## src/rtl/bpd_pkg.sv

```systemverilog
// shared types and constants of the short/long press detector
package bpd_pkg;

    localparam int FIELD_W          = 2;
    localparam int TICK_W           = 8;
    localparam int CFG_DATA_W       = 32;
    localparam int CFG_ADDR_W       = 3;
    localparam int NUM_BUTTONS_DEF  = 2;

    localparam logic [TICK_W-1:0] DEBOUNCE_RESET = 8'd5;
    localparam logic [TICK_W-1:0] LONG_RESET     = 8'd100;

    localparam logic REG_DEBOUNCE_SCANS = 1'b0;
    localparam logic REG_LONG_SCANS     = 1'b1;

    localparam logic KIND_SCAN = 1'b0;
    localparam logic KIND_READ = 1'b1;

    typedef struct packed {
        logic scan;
        logic pressed;
        logic clr_short;
        logic clr_long;
    } bpd_cmd_t;

endpackage

```

## src/rtl/button_short_long_press_detector_unit.sv

```systemverilog
// top level of the button short/long press detector
//
// channel   direction  handshake          payload
// s_        in         s_valid / s_ready  s_kind, s_pin_levels, s_read_short_mask, s_read_long_mask
// m_        out        m_valid / m_ready  m_short_flags, m_long_flags
// apb       in         psel / penable     paddr, pwdata, pwrite, prdata, pready
//
// one word in, one word out, one word per cycle sustained while m_ready stays high
// the result is registered and appears in the cycle after the input word is taken
// the output register holds the result while m_ready is low; s_ready follows it
// aresetn is synchronous and active low; registers return to 5 and 100
module button_short_long_press_detector_unit
    import bpd_pkg::*;
#(
    parameter int NUM_BUTTONS = NUM_BUTTONS_DEF
) (
    input  logic                  aclk,
    input  logic                  aresetn,
    input  logic                  s_valid,
    output logic                  s_ready,
    input  logic                  s_kind,
    input  logic [FIELD_W-1:0]    s_pin_levels,
    input  logic [FIELD_W-1:0]    s_read_short_mask,
    input  logic [FIELD_W-1:0]    s_read_long_mask,
    output logic                  m_valid,
    input  logic                  m_ready,
    output logic [FIELD_W-1:0]    m_short_flags,
    output logic [FIELD_W-1:0]    m_long_flags,
    input  logic                  psel,
    input  logic                  penable,
    input  logic                  pwrite,
    input  logic [CFG_ADDR_W-1:0] paddr,
    input  logic [CFG_DATA_W-1:0] pwdata,
    output logic [CFG_DATA_W-1:0] prdata,
    output logic                  pready
);

    logic [TICK_W-1:0]      debounce_scans_reg;
    logic [TICK_W-1:0]      long_scans_reg;
    logic                   started_reg;
    logic                   m_valid_reg;
    logic [FIELD_W-1:0]     m_short_flags_reg, m_short_flags_next;
    logic [FIELD_W-1:0]     m_long_flags_reg, m_long_flags_next;
    logic                   in_accept;
    logic                   cfg_write;
    logic                   reg_sel;
    logic [NUM_BUTTONS-1:0] short_now, long_now, short_nxt, long_nxt;
    logic [FIELD_W-1:0]     short_field_now, long_field_now;
    logic [FIELD_W-1:0]     short_field_nxt, long_field_nxt;

    assign pready    = 1'b1;
    assign reg_sel   = paddr[2];
    assign cfg_write = psel && penable && pwrite && pready;
    assign prdata    = {{(CFG_DATA_W-TICK_W){1'b0}},
                        (reg_sel == REG_LONG_SCANS) ? long_scans_reg : debounce_scans_reg};

    assign s_ready   = !m_valid_reg || m_ready;
    assign in_accept = s_valid && s_ready;

    for (genvar i = 0; i < NUM_BUTTONS; i++) begin : g_btn
        bpd_cmd_t cmd;
        if (i < FIELD_W) begin : g_pin
            assign cmd.pressed   = !s_pin_levels[i];
            assign cmd.clr_short = in_accept && (s_kind == KIND_READ) && s_read_short_mask[i];
            assign cmd.clr_long  = in_accept && (s_kind == KIND_READ) && s_read_long_mask[i];
        end else begin : g_nopin
            assign cmd.pressed   = 1'b1;
            assign cmd.clr_short = 1'b0;
            assign cmd.clr_long  = 1'b0;
        end
        assign cmd.scan = in_accept && (s_kind == KIND_SCAN) && started_reg;

        bpd_button u_button (
            .aclk            (aclk),
            .aresetn         (aresetn),
            .cmd             (cmd),
            .debounce_scans  (debounce_scans_reg),
            .long_scans      (long_scans_reg),
            .short_flag      (short_now[i]),
            .long_flag       (long_now[i]),
            .short_flag_next (short_nxt[i]),
            .long_flag_next  (long_nxt[i])
        );
    end

    for (genvar j = 0; j < FIELD_W; j++) begin : g_field
        if (j < NUM_BUTTONS) begin : g_used
            assign short_field_now[j] = short_now[j];
            assign long_field_now[j]  = long_now[j];
            assign short_field_nxt[j] = short_nxt[j];
            assign long_field_nxt[j]  = long_nxt[j];
        end else begin : g_unused
            assign short_field_now[j] = 1'b0;
            assign long_field_now[j]  = 1'b0;
            assign short_field_nxt[j] = 1'b0;
            assign long_field_nxt[j]  = 1'b0;
        end
    end

    always_comb begin
        unique case (s_kind)
            KIND_SCAN: begin
                m_short_flags_next = short_field_nxt;
                m_long_flags_next  = long_field_nxt;
            end
            KIND_READ: begin
                m_short_flags_next = short_field_now & s_read_short_mask;
                m_long_flags_next  = long_field_now & s_read_long_mask;
            end
        endcase
    end

    always_ff @(posedge aclk) begin
        if (!aresetn) begin
            debounce_scans_reg <= DEBOUNCE_RESET;
            long_scans_reg     <= LONG_RESET;
            started_reg        <= 1'b0;
            m_valid_reg        <= 1'b0;
        end else begin
            if (cfg_write) begin
                unique case (reg_sel)
                    REG_DEBOUNCE_SCANS: debounce_scans_reg <= pwdata[TICK_W-1:0];
                    REG_LONG_SCANS:     long_scans_reg     <= pwdata[TICK_W-1:0];
                endcase
            end
            if (in_accept && (s_kind == KIND_SCAN)) begin
                started_reg <= 1'b1;
            end
            if (in_accept) begin
                m_valid_reg <= 1'b1;
            end else if (m_ready) begin
                m_valid_reg <= 1'b0;
            end
        end
    end

    always_ff @(posedge aclk) begin
        if (in_accept) begin
            m_short_flags_reg <= m_short_flags_next;
            m_long_flags_reg  <= m_long_flags_next;
        end
    end

    assign m_valid       = m_valid_reg;
    assign m_short_flags = m_short_flags_reg;
    assign m_long_flags  = m_long_flags_reg;

`ifndef SYNTHESIS
    a_read_clears_short: assert property (@(posedge aclk) disable iff (!aresetn)
        in_accept && (s_kind == KIND_READ) && s_read_short_mask[0] |=> !short_now[0])
        else $error("short flag not cleared by read");

    a_read_clears_long: assert property (@(posedge aclk) disable iff (!aresetn)
        in_accept && (s_kind == KIND_READ) && s_read_long_mask[0] |=> !long_now[0])
        else $error("long flag not cleared by read");

    a_result_from_accept: assert property (@(posedge aclk) disable iff (!aresetn)
        $rose(m_valid_reg) |-> $past(in_accept))
        else $error("result appeared without an accepted word");

    a_started_sticky: assert property (@(posedge aclk) disable iff (!aresetn)
        !$fell(started_reg))
        else $error("started dropped outside reset");
`endif

endmodule

```

## src/rtl/bpd_button.sv

```systemverilog
// per-button debounce and short/long press state machine
module bpd_button
    import bpd_pkg::*;
(
    input  logic              aclk,
    input  logic              aresetn,
    input  bpd_cmd_t          cmd,
    input  logic [TICK_W-1:0] debounce_scans,
    input  logic [TICK_W-1:0] long_scans,
    output logic              short_flag,
    output logic              long_flag,
    output logic              short_flag_next,
    output logic              long_flag_next
);

    typedef enum logic [1:0] {
        PH_IDLE     = 2'd0,
        PH_DEBOUNCE = 2'd1,
        PH_SHORT    = 2'd2,
        PH_LONG     = 2'd3
    } phase_t;

    phase_t            phase_reg, phase_next;
    logic [TICK_W-1:0] ticks_reg, ticks_next;
    logic              short_reg, long_reg;
    logic [TICK_W-1:0] ticks_inc;
    logic [TICK_W-1:0] limit;
    logic              expired;

    assign ticks_inc = (ticks_reg == {TICK_W{1'b1}}) ? ticks_reg : ticks_reg + 1'b1;
    assign limit     = (phase_reg == PH_SHORT) ? long_scans : debounce_scans;
    assign expired   = (ticks_inc >= limit);

    always_comb begin
        phase_next      = phase_reg;
        ticks_next      = ticks_reg;
        short_flag_next = short_reg;
        long_flag_next  = long_reg;
        if (cmd.scan) begin
            unique case (phase_reg)
                PH_IDLE: begin
                    if (cmd.pressed) begin
                        ticks_next = '0;
                        phase_next = PH_DEBOUNCE;
                    end
                end
                PH_DEBOUNCE: begin
                    if (!cmd.pressed) begin
                        phase_next = PH_IDLE;
                    end else begin
                        ticks_next = expired ? '0 : ticks_inc;
                        if (expired) begin
                            phase_next = PH_SHORT;
                        end
                    end
                end
                PH_SHORT: begin
                    if (!cmd.pressed) begin
                        short_flag_next = 1'b1;
                        phase_next      = PH_IDLE;
                    end else begin
                        ticks_next = expired ? '0 : ticks_inc;
                        if (expired) begin
                            phase_next     = PH_LONG;
                            long_flag_next = 1'b1;
                        end
                    end
                end
                PH_LONG: begin
                    if (!cmd.pressed) begin
                        phase_next = PH_IDLE;
                    end
                end
            endcase
        end else begin
            if (cmd.clr_short) begin
                short_flag_next = 1'b0;
            end
            if (cmd.clr_long) begin
                long_flag_next = 1'b0;
            end
        end
    end

    always_ff @(posedge aclk) begin
        if (!aresetn) begin
            phase_reg <= PH_IDLE;
            ticks_reg <= '0;
            short_reg <= 1'b0;
            long_reg  <= 1'b0;
        end else begin
            phase_reg <= phase_next;
            ticks_reg <= ticks_next;
            short_reg <= short_flag_next;
            long_reg  <= long_flag_next;
        end
    end

    assign short_flag = short_reg;
    assign long_flag  = long_reg;

endmodule

```

## config.mk

```make
export PLATFORM = sky130hd
export DESIGN_NAME = button_short_long_press_detector_unit
export DESIGN_NICKNAME = d
export VERILOG_FILES = /design/src/rtl/bpd_pkg.sv /design/src/rtl/button_short_long_press_detector_unit.sv /design/src/rtl/bpd_button.sv
export SDC_FILE = /design/constraint.sdc
export NUM_CORES = 1
export LEC_CHECK = 0
export BUFFER_PORTS_ARGS = -buffer_cell sky130_fd_sc_hd__buf_2
export CAP_MARGIN = 20
export CORE_ASPECT_RATIO = 1.1
export CORE_UTILIZATION = 40
export DETAILED_ROUTE_END_ITERATION = 7
export PLACE_DENSITY = 0.64
export SLEW_MARGIN = 15
export SYNTH_ARGS = -nofsm -noshare
export SYNTH_HDL_FRONTEND = slang
export SYNTH_SLANG_ARGS = --single-unit
```

## constraint.sdc

```tcl
create_clock -name aclk -period 4.1 [get_ports aclk]
set_clock_uncertainty 0.15 [all_clocks]
set_input_delay 0.41 -clock aclk [delete_from_list [all_inputs] [get_ports aclk]]
set_output_delay 0.41 -clock aclk [all_outputs]
set_load 0.01 [all_outputs]
```

==> results.toml, run 1 <==
[layout]
finish.utilization = 0.446
finalNetCount = 501
n_fill_cell = 790
antennaDiodeCount = 0
layout-drive-gt1-share = 0.162
largest_reg_flops = 16
stdcell_count = 535
area_growth_pct = 8.68

[floorplanning]
ioPinCount = 88
die_w_um = 87.7
core_um2 = 7870
dieArea_um2 = 8440
initial_utilization = 0.410
die-height_um = 96.2
num_rows = 34

[place]
numPortBuffers = 36
dp_hpwl_mm = 5.05
dp_cells = 527
place.gp.congestion = 0.761

[critical_path]
cpPeakStageDelay_ns = 0.57
required_ns = 4.18
critPathLaunchType = "register"
path_cells = "ha_1, and4_1, nand4_2, nand3_1, o21a_1, ha_1, a211oi_1, o21ai_0, a21oi_1, nand4b_1, a21oi_1"
worst_path_max_delay_cell = "a21oi_1"
arrival_ns = 3.39
critical_path_class = "reg2reg"
end_kind = "register"
critPathMaxFanout = 8

[timing]
relSlewSlack = 0.352
fin_crit_ns = 3.32
fin_tns_setup_ns = 0
worst_pin_slew_ns = 0.971
slew_viol_final = 0
whs_ns = 0.172
setup_viol = 0
timing.final.crit_share = 0.809
max_freq_ghz = 0.301
grt_setup_unrepaired = "no"
hold_viol = 0

[clocking]
clk_pin_slew_worst_paths_ns = 0.10
ctsHtreeMaxLevel = 2
clockRootBuffer = "clkbuf_8"
cts_tree = "done"
cts_buffers = 5
cts_setup_buffers = 0
ctsHoldBuffers = 0
ctsResizeCount = 0
clock_latency_ns = 0.31
clock-sinks = 46
cts_buffer_depth = 2

[routing]
drc = 0
ant_nets = 0
wl_mm = 6.99
wl_per_cell_um = 13.1
drt_iter0_drc = 164
drt-vias-per-instance = 5.21
dr.pass1.iters = 4
vias = 2788

[pwr]
peakVddDrop_mv = 0.139
leakage_nw = 1.43
power_uw = 904
powerDensity_nw_per_um2 = 258

[global_routing]
grt_max_degree = 30
overflow = 0
globalRouteTotalUtil = 0.175
antenna_found_initial = 0
grt_pass1_wl_mm = 11.6
grt_pass1_vias = 2498

[run]
cap_violations = 0

[yosys]
ys_async_sr_fraction = 0
syn_inst = 397
ys_warn_count = 0
synth_cell_types = 54
synth-seq-cells = 46
syn-cell-area_um2 = 3230
synth_edf_count = 4
ys_seq_area_frac = 0.298
synth_flop_cell = "dfxtp_1"
syn_area_per_cell_um2 = 8.13

[hold_path]
hp-class = "in2reg"

[run_status]
status = "completed"
-- final cells by class --
class	count	area (µm²)	area share
multi-input cells	325	2070	0.591
flip-flops and latches	46	961	0.274
repair buffers	37	188	0.0535
well taps	108	135	0.0385
clock buffers	6	72.6	0.0207
inverters	11	41.3	0.0118
clock inverters	2	37.5	0.0107
-- cell families (layout without fill, tap and decap cells) --
kind of cell	after synthesis	count (layout)	synth area share
flip-flops	46	46	0.298
multiplexers	32	32	0.105
other	2	25	0.00233
AND/OR/NAND/NOR	163	163	0.250
AO/OA/AOI/OAI	76	76	0.149
XOR/XNOR	3	3	0.00814
adder cells (fa/ha/maj)	26	26	0.101
buffers and inverters	49	56	0.0868
-- cells in the final DEF, fill, tap and decap left out, types with 11 or more instances in the layout --
| cell type | instances |
|---|---|
| a21oi_1 | 31 |
| buf_2 | 36 |
| conb_1 | 25 |
| dfxtp_1 | 42 |
| ha_1 | 26 |
| inv_1 | 11 |
| mux2_2 | 15 |
| mux2i_1 | 17 |
| nand2_1 | 64 |
| nand3_1 | 26 |
| nor2_1 | 22 |
-- where the power goes --
group	total, mW	switching, mW	internal [mW]
Sequential	0.465	0.00522	0.460
Combinational	0.0870	0.0572	0.0298
Clock	0.352	0.170	0.182
-- per-layer routing --
layer,vias up,share of wire,GRT usage
li1,1427,-,-
met1,1302,0.48,0.225
met2,54,0.48,0.301
met3,5,0.027,0.0249
met4,0,0.011,0.0533
met5,-,0,0
-- final timing paths --
check | from | endpoint | slack [ns] | cells after the start
min | pwdata[0] | debounce_scans_reg[0] | 0.17 | 3
min reg2reg | g_btn[1].u_button.long_flag | g_btn[1].u_button.long_flag | 0.32 | 2
max | g_btn[0].u_button.ticks_reg[0] | g_btn[0].u_button.ticks_reg[0] | 0.78 | 11
max reg2reg | g_btn[0].u_button.ticks_reg[0] | g_btn[0].u_button.ticks_reg[0] | 0.78 | 11
-- worst max-delay path, delay by kind of cell (launching register included) --
kind | cells | cell delay [ns]
flip-flops | 1 | 0.42
AND/OR/NAND/NOR | 4 | 0.91
AO/OA/AOI/OAI | 5 | 1.27
adder cells (fa/ha/maj) | 2 | 0.49
-- synth_stat cells (2+ instances only) --
master | instances | area [µm²]
a211oi_1 | 4 | 30.0
a41oi_1 | 2 | 17.5
nand3_1 | 26 | 130
xnor2_1 | 2 | 17.5
buf_4 | 25 | 188
and3_1 | 7 | 43.8
mux2i_1 | 17 | 170
ha_1 | 26 | 325
o22ai_1 | 4 | 25.0
nand2_1 | 64 | 240
nor2b_1 | 8 | 50.1
nand4_1 | 5 | 31.3
clkbuf_1 | 8 | 30.0
o21a_1 | 6 | 45.0
nand2b_1 | 4 | 25.0
nor3_1 | 9 | 45.0
or2_2 | 2 | 12.5
and2_1 | 3 | 18.8
o21ai_0 | 9 | 45.0
a31oi_1 | 6 | 37.5
nor2_1 | 22 | 82.6
mux2_2 | 15 | 169
a32oi_1 | 3 | 26.3
a21oi_1 | 31 | 155
buf_2 | 2 | 10.0
dfxtp_1 | 42 | 841
buf_1 | 3 | 11.3
and4_1 | 2 | 17.5
conb_1 | 2 | 7.51
inv_1 | 11 | 41.3
edfxtp_1 | 4 | 120
-- through the flow --
stage          cell area [µm²]  worst slack, ns
3_3_place_gp              3400            0.815
2_1_floorplan             3320             1.21
6_report                  3510            0.782
3_5_place_dp              3400            0.804
5_1_grt                   3510            0.437
4_1_cts                   3510            0.771
(Power assumes the default switching activity.)
==> run 2: changes to the inputs <==
Clock period 4.1 ns to 3.45 ns, I/O delays scaled along.
==> run 2 against run 1 <==
  * Utilization increased by 0.40 points
  * Highest routed layer unchanged
  * Cell count increased by 0.56%
  * Clock power increased by 15%
  * Non-clock buffer count increased by 3
==> results.toml, run 2 (synthesized netlist as in run 1, its figures left out) <==
[timing]
timing.final.crit_share = 0.942
worst_pin_slew_ns = 1.02
fin_crit_ns = 3.25
max_freq_ghz = 0.308
hold_viol = 0
grt_setup_unrepaired = "no"
setup_viol = 0
relSlewSlack = 0.322
timing.final.ws_setup_ns = 0.198
fin_tns_setup_ns = 0
slew_viol_final = 0

[critical_path]
end_kind = "register"
arrival_ns = 3.16
critical_path_buf_inv_count = 0
reg2reg_depth = 11
path_cells = "ha_1, and4_1, nand4_2, nand3_1, o21a_1, ha_1, a211oi_1, o21ai_0, a21oi_1, nor3_1, o21a_1"
cpPeakStageDelay_ns = 0.43
worst_path_max_delay_cell = "dfxtp_1"
critPathLaunchType = "register"
crit_cells = 11
path_delay_family = "compound AO/OA/AOI/OAI gates"
critical_path_class = "reg2reg"
cp-startpoint = "g_btn[0].u_button.ticks_reg[0]"
reg2reg_from = "g_btn[0].u_button.ticks_reg[0]"
critPathMaxFanout = 8
required_ns = 3.35

[place]
numPortBuffers = 36
pre_cts_ws_ns = 0.160
dp_hpwl_mm = 5.07
place.gp.congestion = 0.765

[floorplanning]
die-height_um = 96.2
ioPinCount = 88
dieArea_um2 = 8440
initial_utilization = 0.410
core_um2 = 7870
num_rows = 34
die_w_um = 87.7

[layout]
largest_reg_flops = 16
area_growth_pct = 9.65
final_cell_mix = "64 x nand2_1, 42 x dfxtp_1, 36 x buf_2, 31 x a21oi_1"
final_common_cell = "nand2_1"
antennaDiodeCount = 0
finalNetCount = 504
layout-drive-gt1-share = 0.167
finish.utilization = 0.450

[clocking]
ctsHtreeMaxLevel = 2
cts_tree = "done"
cts_buffer_depth = 2
cts_buffers = 5
ctsHoldBuffers = 0
clock-sinks = 46
clk_pin_slew_worst_paths_ns = 0.09
clock_latency_ns = 0.30
clockRootBuffer = "clkbuf_8"

[hold_path]
hp-class = "in2reg"
whs_path_depth = 3
min-delay-start = "pwdata[2]"

[routing]
vias = 2830
wl_mm = 6.97
wl_per_cell_um = 13.0
dr.pass1.iters = 4
drt_iter0_drc = 101
drt-vias-per-instance = 5.26
drc = 0
ant_nets = 0

[pwr]
leakage_nw = 1.44
peakVddDrop_mv = 0.175
powerDensity_nw_per_um2 = 300
power_mw = 1.06

[global_routing]
grt_pass1_wl_mm = 11.9
antenna_found_initial = 0
grt_max_degree = 30
overflow = 0
grt_pass1_vias = 2594
globalRouteTotalUtil = 0.179

[run_status]
status = "completed"

[run]
cap_violations = 0
[run 2: changes by cell type in the layout (fill, tap and decap cells not counted), sizes merged]
cell / change
buf: +3
[run 2: tightest hold or removal path: cells and delay by family]
family | cells | cell delay [ns]
buffers and inverters | 1 | 0.09
and+or+nand+nor | 2 | 0.10
[run 2: routing by layer]
metal	vias up	part of all wire	global-route usage
met5	-	0	0
met4	0	0.0085	0.0451
met3	5	0.039	0.0283
met2	69	0.49	0.318
met1	1324	0.46	0.224
li1	1432	-	-
[run 2: metrics by stage]
| step | area [µm²] | hold WS [ns] | std cells |
|---|---|---|---|
| floorplan | 3320 | 0.283 | 420 |
| global placement | 3420 | 0.289 | 530 |
| detailed placement | 3420 | 0.294 | 530 |
| CTS | 3530 | 0.109 | 538 |
| global route | 3540 | 0.113 | 538 |
| finish | 3540 | 0.116 | 538 |
[run 2: final timing paths]
| kind | to | slack [ns] |
|---|---|---|
| max | m_long_flags[0] | 0.20 |
| min | long_scans_reg[2] | 0.12 |
| max reg2reg | m_long_flags[0] | 0.20 |
| min reg2reg | g_btn[1].u_button.long_flag | 0.30 |
[run 2: layout make-up]
| type | count | area, µm² |
|---|---|---|
| fillers | 788 | 4330 |
| multi-input cells | 325 | 2080 |
| flip-flops and latches | 46 | 961 |
| repair buffers | 40 | 210 |
| well taps | 108 | 135 |
| clock buffers | 6 | 72.6 |
| inverters | 11 | 41.3 |
| clock inverters | 2 | 37.5 |
[run 2: power by group]
group / internal [mW] / leakage (nW) / switching [mW]
Combinational: 0.0359 / 1.01 / 0.0680
Sequential: 0.547 / 0.380 / 0.00658
Clock: 0.216 / 0.0514 / 0.189
Total: 0.799 / 1.44 / 0.263
[run 2: repair_timing]
item                                   4_1_cts  5_1_grt
gates resized for setup                      0        1
endpoints found under the hold margin        0        0
setup buffers                                0        0
setup endpoints to repair                    0        3
